File: src/rtl/core/tsrb_pkg.sv
// tsrb_pkg: shared types and constants of the timestamp reorder buffer
// no dependencies; used by tsrb_cell and timestamp_reorder_buffer_top
package tsrb_pkg;

  localparam int STAMP_W   = 33;
  localparam int PAYLOAD_W = 32;
  localparam int CNT_W     = 4;
  localparam int CFG_W     = 4;
  localparam int IDX_W     = 8;
  localparam int IN_DATA_W  = 72;
  localparam int OUT_DATA_W = 72;
  localparam int OUT_USER_W = 4;

  localparam logic [CFG_W-1:0] CAPACITY_RESET = 4'd5;
  localparam logic [CFG_W-1:0] HOLD_BACK_RESET = 4'd0;

  typedef enum logic [IDX_W-1:0] {
    REG_CAPACITY  = 8'd0,
    REG_HOLD_BACK = 8'd1
  } reg_idx_t;

  typedef enum logic {
    CMD_PUT    = 1'b0,
    CMD_REMOVE = 1'b1
  } cmd_t;

  typedef enum logic [2:0] {
    ST_OK    = 3'd0,
    ST_FULL  = 3'd1,
    ST_LATE  = 3'd2,
    ST_DUP   = 3'd3,
    ST_EMPTY = 3'd4
  } status_t;

  // per-cycle command from the top level to every cell
  typedef struct packed {
    logic put_ok;
    logic rem_ok;
  } cell_ctrl_t;

endpackage

File: src/rtl/core/timestamp_reorder_buffer_top.sv
// timestamp_reorder_buffer_top: sorted reorder buffer built as a chain of cells
// depends on tsrb_pkg and tsrb_cell
//
// Usage: requests arrive on the in_ stream; in_tuser is the command (put or
// remove), in_tdata carries stamp and payload. Each request yields exactly
// one result on the out_ stream with status and entry_valid in out_tuser and
// the entry stamp, payload and fill count in out_tdata. Puts are inserted at
// their sorted place; puts are refused when full, late or duplicate. A remove
// pops the head while more than hold_back entries are held.
// Configuration writes (capacity_in_use, hold_back) go through the cfg_
// channel, which is always ready; the user must make them only while no
// request is in flight, which the block itself does not enforce. A request is
// registered in the request stage at acceptance, executed against all cells at
// once there, and its result is registered in the result register. Throughput:
// one request per cycle unless out_ stalls, set by the chain's compare-and-shift.
// Reset (rst_n low, synchronous) empties the buffer, forgets the last removed
// stamp and restores capacity 5, hold_back 0. When the receiver stalls, the
// result stays registered, one more request waits in the execute stage and
// in_tready then drops.
module timestamp_reorder_buffer_top #(
  parameter int DEPTH = 8
) (
  input  logic                                clk,
  input  logic                                rst_n,
  input  logic                                in_tvalid,
  output logic                                in_tready,
  // [32:0] stamp, [64:33] payload, [71:65] zero
  input  logic [tsrb_pkg::IN_DATA_W-1:0]      in_tdata,
  // [0] cmd
  input  logic                                in_tuser,
  output logic                                out_tvalid,
  input  logic                                out_tready,
  // [32:0] entry_stamp, [64:33] entry_payload, [68:65] fill_count, [71:69] zero
  output logic [tsrb_pkg::OUT_DATA_W-1:0]     out_tdata,
  // [2:0] status, [3] entry_valid
  output logic [tsrb_pkg::OUT_USER_W-1:0]     out_tuser,
  input  logic                                cfg_valid,
  output logic                                cfg_ready,
  input  logic [tsrb_pkg::IDX_W-1:0]          cfg_index,
  input  logic [tsrb_pkg::CFG_W-1:0]          cfg_data
);
  import tsrb_pkg::*;

  // request stage
  logic                 op_vld_r;
  logic                 op_cmd_r;
  logic [STAMP_W-1:0]   op_stamp_r;
  logic [PAYLOAD_W-1:0] op_payload_r;
  logic                 op_fire;
  logic                 in_fire;

  // state
  logic [CNT_W-1:0]     held_r, held_nxt;
  logic [STAMP_W-1:0]   last_stamp_r;
  logic                 last_known_r;
  logic [CFG_W-1:0]     cap_r;
  logic [CFG_W-1:0]     hold_r;

  // result register
  logic                 out_vld_r;
  status_t              out_status_r, status_nxt;
  logic                 out_ev_r, ev_nxt;
  logic [STAMP_W-1:0]   out_stamp_r, es_nxt;
  logic [PAYLOAD_W-1:0] out_payload_r, ep_nxt;
  logic [CNT_W-1:0]     out_fill_r;

  // chain wiring
  logic [DEPTH-1:0]     lt_v, eq_v, occ_v;
  logic [STAMP_W-1:0]   c_stamp   [DEPTH];
  logic [PAYLOAD_W-1:0] c_payload [DEPTH];
  cell_ctrl_t           ctrl;

  logic full, late, dup, avail_now, avail_nxt;

  assign op_fire   = op_vld_r && (!out_vld_r || out_tready);
  assign in_tready = !op_vld_r || op_fire;
  assign in_fire   = in_tvalid && in_tready;
  assign cfg_ready = 1'b1;

  always_ff @(posedge clk) begin
    if (!rst_n) begin
      op_vld_r <= 1'b0;
    end else if (in_fire) begin
      op_vld_r <= 1'b1;
    end else if (op_fire) begin
      op_vld_r <= 1'b0;
    end
  end

  always_ff @(posedge clk) begin
    if (in_fire) begin
      op_cmd_r     <= in_tuser;
      op_stamp_r   <= in_tdata[STAMP_W-1:0];
      op_payload_r <= in_tdata[STAMP_W+PAYLOAD_W-1:STAMP_W];
    end
  end

  genvar g;
  generate
    for (g = 0; g < DEPTH; g++) begin : g_cell
      assign occ_v[g] = (g < int'(held_r));
      if (g == 0) begin : g_head
        tsrb_cell u_cell (
          .clk(clk), .ctrl(ctrl), .occupied(occ_v[g]),
          .req_stamp(op_stamp_r), .req_payload(op_payload_r),
          .prev_lt(1'b1), .prev_stamp(op_stamp_r), .prev_payload(op_payload_r),
          .next_stamp(c_stamp[(g+1) % DEPTH]), .next_payload(c_payload[(g+1) % DEPTH]),
          .lt(lt_v[g]), .eq(eq_v[g]), .stamp(c_stamp[g]), .payload(c_payload[g])
        );
      end else begin : g_body
        // the last cell refills from itself on remove; that slot is then empty
        tsrb_cell u_cell (
          .clk(clk), .ctrl(ctrl), .occupied(occ_v[g]),
          .req_stamp(op_stamp_r), .req_payload(op_payload_r),
          .prev_lt(lt_v[g-1]), .prev_stamp(c_stamp[g-1]),
          .prev_payload(c_payload[g-1]),
          .next_stamp(c_stamp[(g == DEPTH-1) ? g : g+1]),
          .next_payload(c_payload[(g == DEPTH-1) ? g : g+1]),
          .lt(lt_v[g]), .eq(eq_v[g]), .stamp(c_stamp[g]), .payload(c_payload[g])
        );
      end
    end
  endgenerate

  // capacity above the chain length acts as the chain length
  assign full = (int'(held_r) >= DEPTH) || (held_r >= cap_r);
  assign late = last_known_r && (op_stamp_r <= last_stamp_r);
  assign dup  = |eq_v;
  assign avail_now = (held_r > hold_r) && (held_r != '0);

  always_comb begin
    ctrl.put_ok = 1'b0;
    ctrl.rem_ok = 1'b0;
    held_nxt    = held_r;
    status_nxt  = ST_OK;
    if (op_fire) begin
      unique case (cmd_t'(op_cmd_r))
        CMD_PUT: begin
          priority if (full) begin
            status_nxt = ST_FULL;
          end else if (late) begin
            status_nxt = ST_LATE;
          end else if (dup) begin
            status_nxt = ST_DUP;
          end else begin
            ctrl.put_ok = 1'b1;
            held_nxt    = held_r + 1'b1;
          end
        end
        CMD_REMOVE: begin
          if (avail_now) begin
            ctrl.rem_ok = 1'b1;
            held_nxt    = held_r - 1'b1;
          end else begin
            status_nxt = ST_EMPTY;
          end
        end
        default: status_nxt = ST_EMPTY;
      endcase
    end
  end

  assign avail_nxt = (held_nxt > hold_r) && (held_nxt != '0);

  always_comb begin
    ev_nxt = 1'b0;
    es_nxt = '0;
    ep_nxt = '0;
    if (ctrl.rem_ok) begin
      ev_nxt = 1'b1;
      es_nxt = c_stamp[0];
      ep_nxt = c_payload[0];
    end else if (op_cmd_r == CMD_PUT && avail_nxt) begin
      ev_nxt = 1'b1;
      // new entry becomes head when nothing held sorts below it
      if (ctrl.put_ok && !lt_v[0]) begin
        es_nxt = op_stamp_r;
        ep_nxt = op_payload_r;
      end else begin
        es_nxt = c_stamp[0];
        ep_nxt = c_payload[0];
      end
    end
  end

  always_ff @(posedge clk) begin
    if (!rst_n) begin
      held_r       <= '0;
      last_known_r <= 1'b0;
      last_stamp_r <= '0;
      cap_r        <= CAPACITY_RESET;
      hold_r       <= HOLD_BACK_RESET;
      out_vld_r    <= 1'b0;
    end else begin
      held_r <= held_nxt;
      if (ctrl.rem_ok) begin
        last_known_r <= 1'b1;
        last_stamp_r <= c_stamp[0];
      end
      if (cfg_valid) begin
        if (cfg_index == REG_CAPACITY) begin
          cap_r <= cfg_data;
        end else if (cfg_index == REG_HOLD_BACK) begin
          hold_r <= cfg_data;
        end
      end
      if (op_fire) begin
        out_vld_r <= 1'b1;
      end else if (out_tready) begin
        out_vld_r <= 1'b0;
      end
    end
  end

  always_ff @(posedge clk) begin
    if (op_fire) begin
      out_status_r  <= status_nxt;
      out_ev_r      <= ev_nxt;
      out_stamp_r   <= es_nxt;
      out_payload_r <= ep_nxt;
      out_fill_r    <= held_nxt;
    end
  end

  assign out_tvalid = out_vld_r;
  assign out_tuser  = {out_ev_r, out_status_r};
  assign out_tdata  = {{(OUT_DATA_W-STAMP_W-PAYLOAD_W-CNT_W){1'b0}},
                       out_fill_r, out_payload_r, out_stamp_r};

endmodule

File: src/rtl/core/tsrb_cell.sv
// tsrb_cell: one slot of the sorted shift chain, holding a stamp and payload
// compares its stamp with the request and shifts up or down; uses tsrb_pkg
module tsrb_cell (
  input  logic                               clk,
  input  tsrb_pkg::cell_ctrl_t               ctrl,
  input  logic                               occupied,
  input  logic [tsrb_pkg::STAMP_W-1:0]       req_stamp,
  input  logic [tsrb_pkg::PAYLOAD_W-1:0]     req_payload,
  input  logic                               prev_lt,
  input  logic [tsrb_pkg::STAMP_W-1:0]       prev_stamp,
  input  logic [tsrb_pkg::PAYLOAD_W-1:0]     prev_payload,
  input  logic [tsrb_pkg::STAMP_W-1:0]       next_stamp,
  input  logic [tsrb_pkg::PAYLOAD_W-1:0]     next_payload,
  output logic                               lt,
  output logic                               eq,
  output logic [tsrb_pkg::STAMP_W-1:0]       stamp,
  output logic [tsrb_pkg::PAYLOAD_W-1:0]     payload
);
  import tsrb_pkg::*;

  logic [STAMP_W-1:0]   stamp_r;
  logic [PAYLOAD_W-1:0] payload_r;
  logic [STAMP_W-1:0]   stamp_nxt;
  logic [PAYLOAD_W-1:0] payload_nxt;

  assign lt      = occupied && (stamp_r < req_stamp);
  assign eq      = occupied && (stamp_r == req_stamp);
  assign stamp   = stamp_r;
  assign payload = payload_r;

  always_comb begin
    stamp_nxt   = stamp_r;
    payload_nxt = payload_r;
    priority if (ctrl.rem_ok) begin
      stamp_nxt   = next_stamp;
      payload_nxt = next_payload;
    end else if (ctrl.put_ok && !lt) begin
      // first slot not below the new stamp takes it, later ones move up
      if (prev_lt) begin
        stamp_nxt   = req_stamp;
        payload_nxt = req_payload;
      end else begin
        stamp_nxt   = prev_stamp;
        payload_nxt = prev_payload;
      end
    end else begin
      stamp_nxt   = stamp_r;
      payload_nxt = payload_r;
    end
  end

  always_ff @(posedge clk) begin
    stamp_r   <= stamp_nxt;
    payload_r <= payload_nxt;
  end

endmodule
File: config.mk
export PLATFORM = sky130hd
export DESIGN_NAME = timestamp_reorder_buffer_top
export DESIGN_NICKNAME = d
export VERILOG_FILES = /design/src/rtl/core/tsrb_pkg.sv /design/src/rtl/core/timestamp_reorder_buffer_top.sv /design/src/rtl/core/tsrb_cell.sv
export SDC_FILE = /design/constraint.sdc
export NUM_CORES = 2
export LEC_CHECK = 0
export ABC_AREA = 0
export BUFFER_PORTS_ARGS = -buffer_cell sky130_fd_sc_hd__buf_2
export CORE_ASPECT_RATIO = 1.5
export CORE_MARGIN = 2
export CORE_UTILIZATION = 35
export CTS_BUF_LIST = sky130_fd_sc_hd__clkbuf_8
export DETAILED_ROUTE_END_ITERATION = 16
export GPL_TIMING_DRIVEN = 0
export PLACE_DENSITY = 0.48
export SLEW_MARGIN = 20
export SYNTH_ARGS = -nofsm -noshare
export SYNTH_HDL_FRONTEND = slang
export SYNTH_SLANG_ARGS = --single-unit
export TNS_END_PERCENT = 30
File: constraint.sdc
create_clock -name clk -period 20.2 [get_ports clk]
set_clock_uncertainty 0.15 [all_clocks]
set_input_delay 3.03 -clock clk [delete_from_list [all_inputs] [get_ports clk]]
set_output_delay 3.03 -clock clk [all_outputs]
set_load 0.05 [all_outputs]
==> impl_metrics.tcl <==
set metrics [dict create \
    status "finished clean" \
    finalCriticalPeriod_ns 7.68 \
    cts_hold_buffers 0 \
    grt_pass1_vias 32000 \
    place_congestion 0.894 \
    grt_first_pass_wirelength_um 216000 \
    cts_root_buffer "clkbuf_8" \
    numCtsBuffers 130 \
    period_share 0.380 \
    io_buffers 157 \
    syn_avg_cell_area_um2 10.6 \
    synth-main-ff-cell "edfxtp_1" \
    clock-sinks 707 \
    yosysUniqueCellTypes 69 \
    required_ns 20.71 \
    postSynthCellCount 3761 \
    synth.area.top_cells "edfxtp_1 45%, ha_1 9.8%, mux2i_1 9.1%" \
    place_inst 5398 \
    clk_latency_ns 0.90 \
    critPathCaptureType "flip-flop" \
    leakagePower_uw 0.0167 \
    grtUsageTotal 0.254 \
    ys_ff_latch 707 \
    wire_per_inst_um 26.5 \
    post_cts_buffers 0 \
    maxCapViolCount 0 \
    p_per_area_nw_per_um2 79.1 \
    synthArstFlopShare 0 \
    dp_hpwl_um 111000 \
    crit_type "primary input to flip-flop" \
    max_freq_mhz 130 \
    drt_iter0_markers 2115 \
    netlist_area_um2 39900 \
    clock_path_buffers 3 \
    drc 0 \
    tns_ns 0 \
    dieArea_um2 117000 \
    die_h_um 418 \
    clk_pin_slew_ns 0.06 \
    maxSlewViolCount 0 \
    synthTopCellsByCount "633 x nand2_1, 594 x edfxtp_1, 560 x o21ai_0, 363 x mux2i_1, 312 x ha_1" \
    via_per_inst 5.49 \
    areaGrowthSynthToFinish_pct 14.5 \
    cp_max_fo 44 \
    gr-total-overflow 0 \
    drt-total-wl_um 150000 \
    synth.most_common_cell "nand2_1" \
    dieWidth_um 280 \
    start_util 0.353 \
    grt_antenna_before_repair 6 \
    drive_gt1_frac 0.135 \
    multi_input_area_um2 18400 \
    setup_viol 0 \
    synth.top_cell.area_share 0.447 \
    relSlewSlack 0.232 \
    dr.pass1.iters 7 \
    tightest_slew_ns 1.15 \
    synth-seq-area-share 0.503 \
    io_pins 169 \
    synth_largest_area_cell "edfxtp_1" \
    ant_nets 0 \
    rsz0062_at_grt "no" \
    ir_drop_v 0.0000544 \
    num-fill-cells 11400 \
    cts_resized 0 \
    grt_max_degree 45 \
    arrival_ns 8.19 \
    layout.nets 4479 \
    synth_edf_count 594 \
    rows 151 \
    coreArea_um2 113000 \
    hold_class "flip-flop to flip-flop" \
    stdcell_count 5638 \
    ys_warn_count 0 \
    hold_violations 0 \
    htreeDepth 4 \
    cts_tree "built" \
    setup.worst_path.start_class "primary input" \
    vias 30900 \
    final-seq-area_um2 20100 \
]
==> per-layer routing <==
layer | track usage | up-vias | routed length (um)
li1 | - | 14500 | -
met1 | 0.285 | 15300 | 57500
met2 | 0.467 | 889 | 77900
met3 | 0.0369 | 269 | 6660
met4 | 0.126 | 0 | 7540
met5 | 0 | - | 0
==> registers in the layout, summed over array words and instances, names as in the netlist, 32 cells and up <==
register                      flops
op_stamp_r                       33
last_stamp_r                     33
g_cell.g_body.u_cell.stamp      231
g_cell.g_head.u_cell.payload     32
op_payload_r                     32
out_payload_r                    32
g_cell.g_head.u_cell.stamp       33
g_cell.g_body.u_cell.payload    224
out_stamp_r                      33
==> placed cells by master (no fill, tap or decap), drive strengths merged, types with 6 or more instances in the layout <==
cell type	n
nand2	634
edfxtp	594
o21ai	562
clkbuf	385
mux2i	363
ha	312
buf	234
inv	151
nor2	139
a21oi	137
dfxtp	113
a22o	65
mux2	64
o221a	64
a21o	62
nand4	58
clkinv	30
nand3	28
o21a	24
nor2b	23
nor3	19
nor4	18
a211oi	14
nand2b	10
and2	9
o211ai	6
==> final cells by class <==
type | count | area share
clock buffers | 148 | 0.0445
inverters | 97 | 0.00802
multi-input cells | 2670 | 0.402
plain buffers | 289 | 0.0264
well taps | 1453 | 0.0398
repair buffers | 182 | 0.0301
flip-flops and latches | 707 | 0.440
diodes | 3 | 0.000164
clock inverters | 89 | 0.00944
==> path summary, 6_finish.rpt <==
check              startpoint                to  slack (ns)  cells after the start
max                out_tready   out_stamp_r[30]       12.52                     17
min          last_stamp_r[11]  last_stamp_r[11]        0.31                      2
max reg2reg    op_stamp_r[29]   out_stamp_r[30]       13.00                     18
min reg2reg  last_stamp_r[11]  last_stamp_r[11]        0.31                      2
==> per-stage QoR <==
step	cell area (um2)	hold WS, ns	utilization	setup slack [ns]	power (uW)
2_1_floorplan	39900	0.286	-	8.52	2080
6_report	45700	0.305	0.405	12.52	3620
3_3_place_gp	42500	0.294	0.377	1.13	2260
5_1_grt	45700	0.325	0.405	12.26	3760
4_1_cts	45700	0.306	0.405	12.42	3650
3_5_place_dp	43300	0.297	0.383	11.50	2270
==> cell families (layout without fill, tap and decap cells) <==
group / Yosys count / count (layout) / synth area share
AO/OA/AOI/OAI: 970 / 970 / 0.149
adder cells (fa/ha/maj): 312 / 312 / 0.0978
flip-flops: 707 / 707 / 0.503
multiplexers: 427 / 427 / 0.109
other: 2 / 7 / 0.000188
AND/OR/NAND/NOR: 954 / 954 / 0.101
XOR/XNOR: 3 / 3 / 0.000846
buffers and inverters: 386 / 805 / 0.0390
==> worst max-delay path, cell delays in order <==
cell,delay [ns]
buf_2,0.08
nor2b_1,0.06
nor2b_1,0.11
clkbuf_4,0.59
o31ai_1,0.16
a2111oi_0,0.51
and4_4,0.34
nand2_4,0.16
o311ai_2,0.55
ha_1,0.36
a41o_1,0.19
nor2_1,0.18
o41ai_4,0.17
o21ai_2,0.26
buf_2,0.69
buf_2,0.39
a22o_1,0.33
==> power breakdown <==
part	internal, uW	switching, uW
Clock	686	687
Combinational	178	291
Sequential	1690	86.7
Total	2550	1060
(Power assumes the default switching activity.)
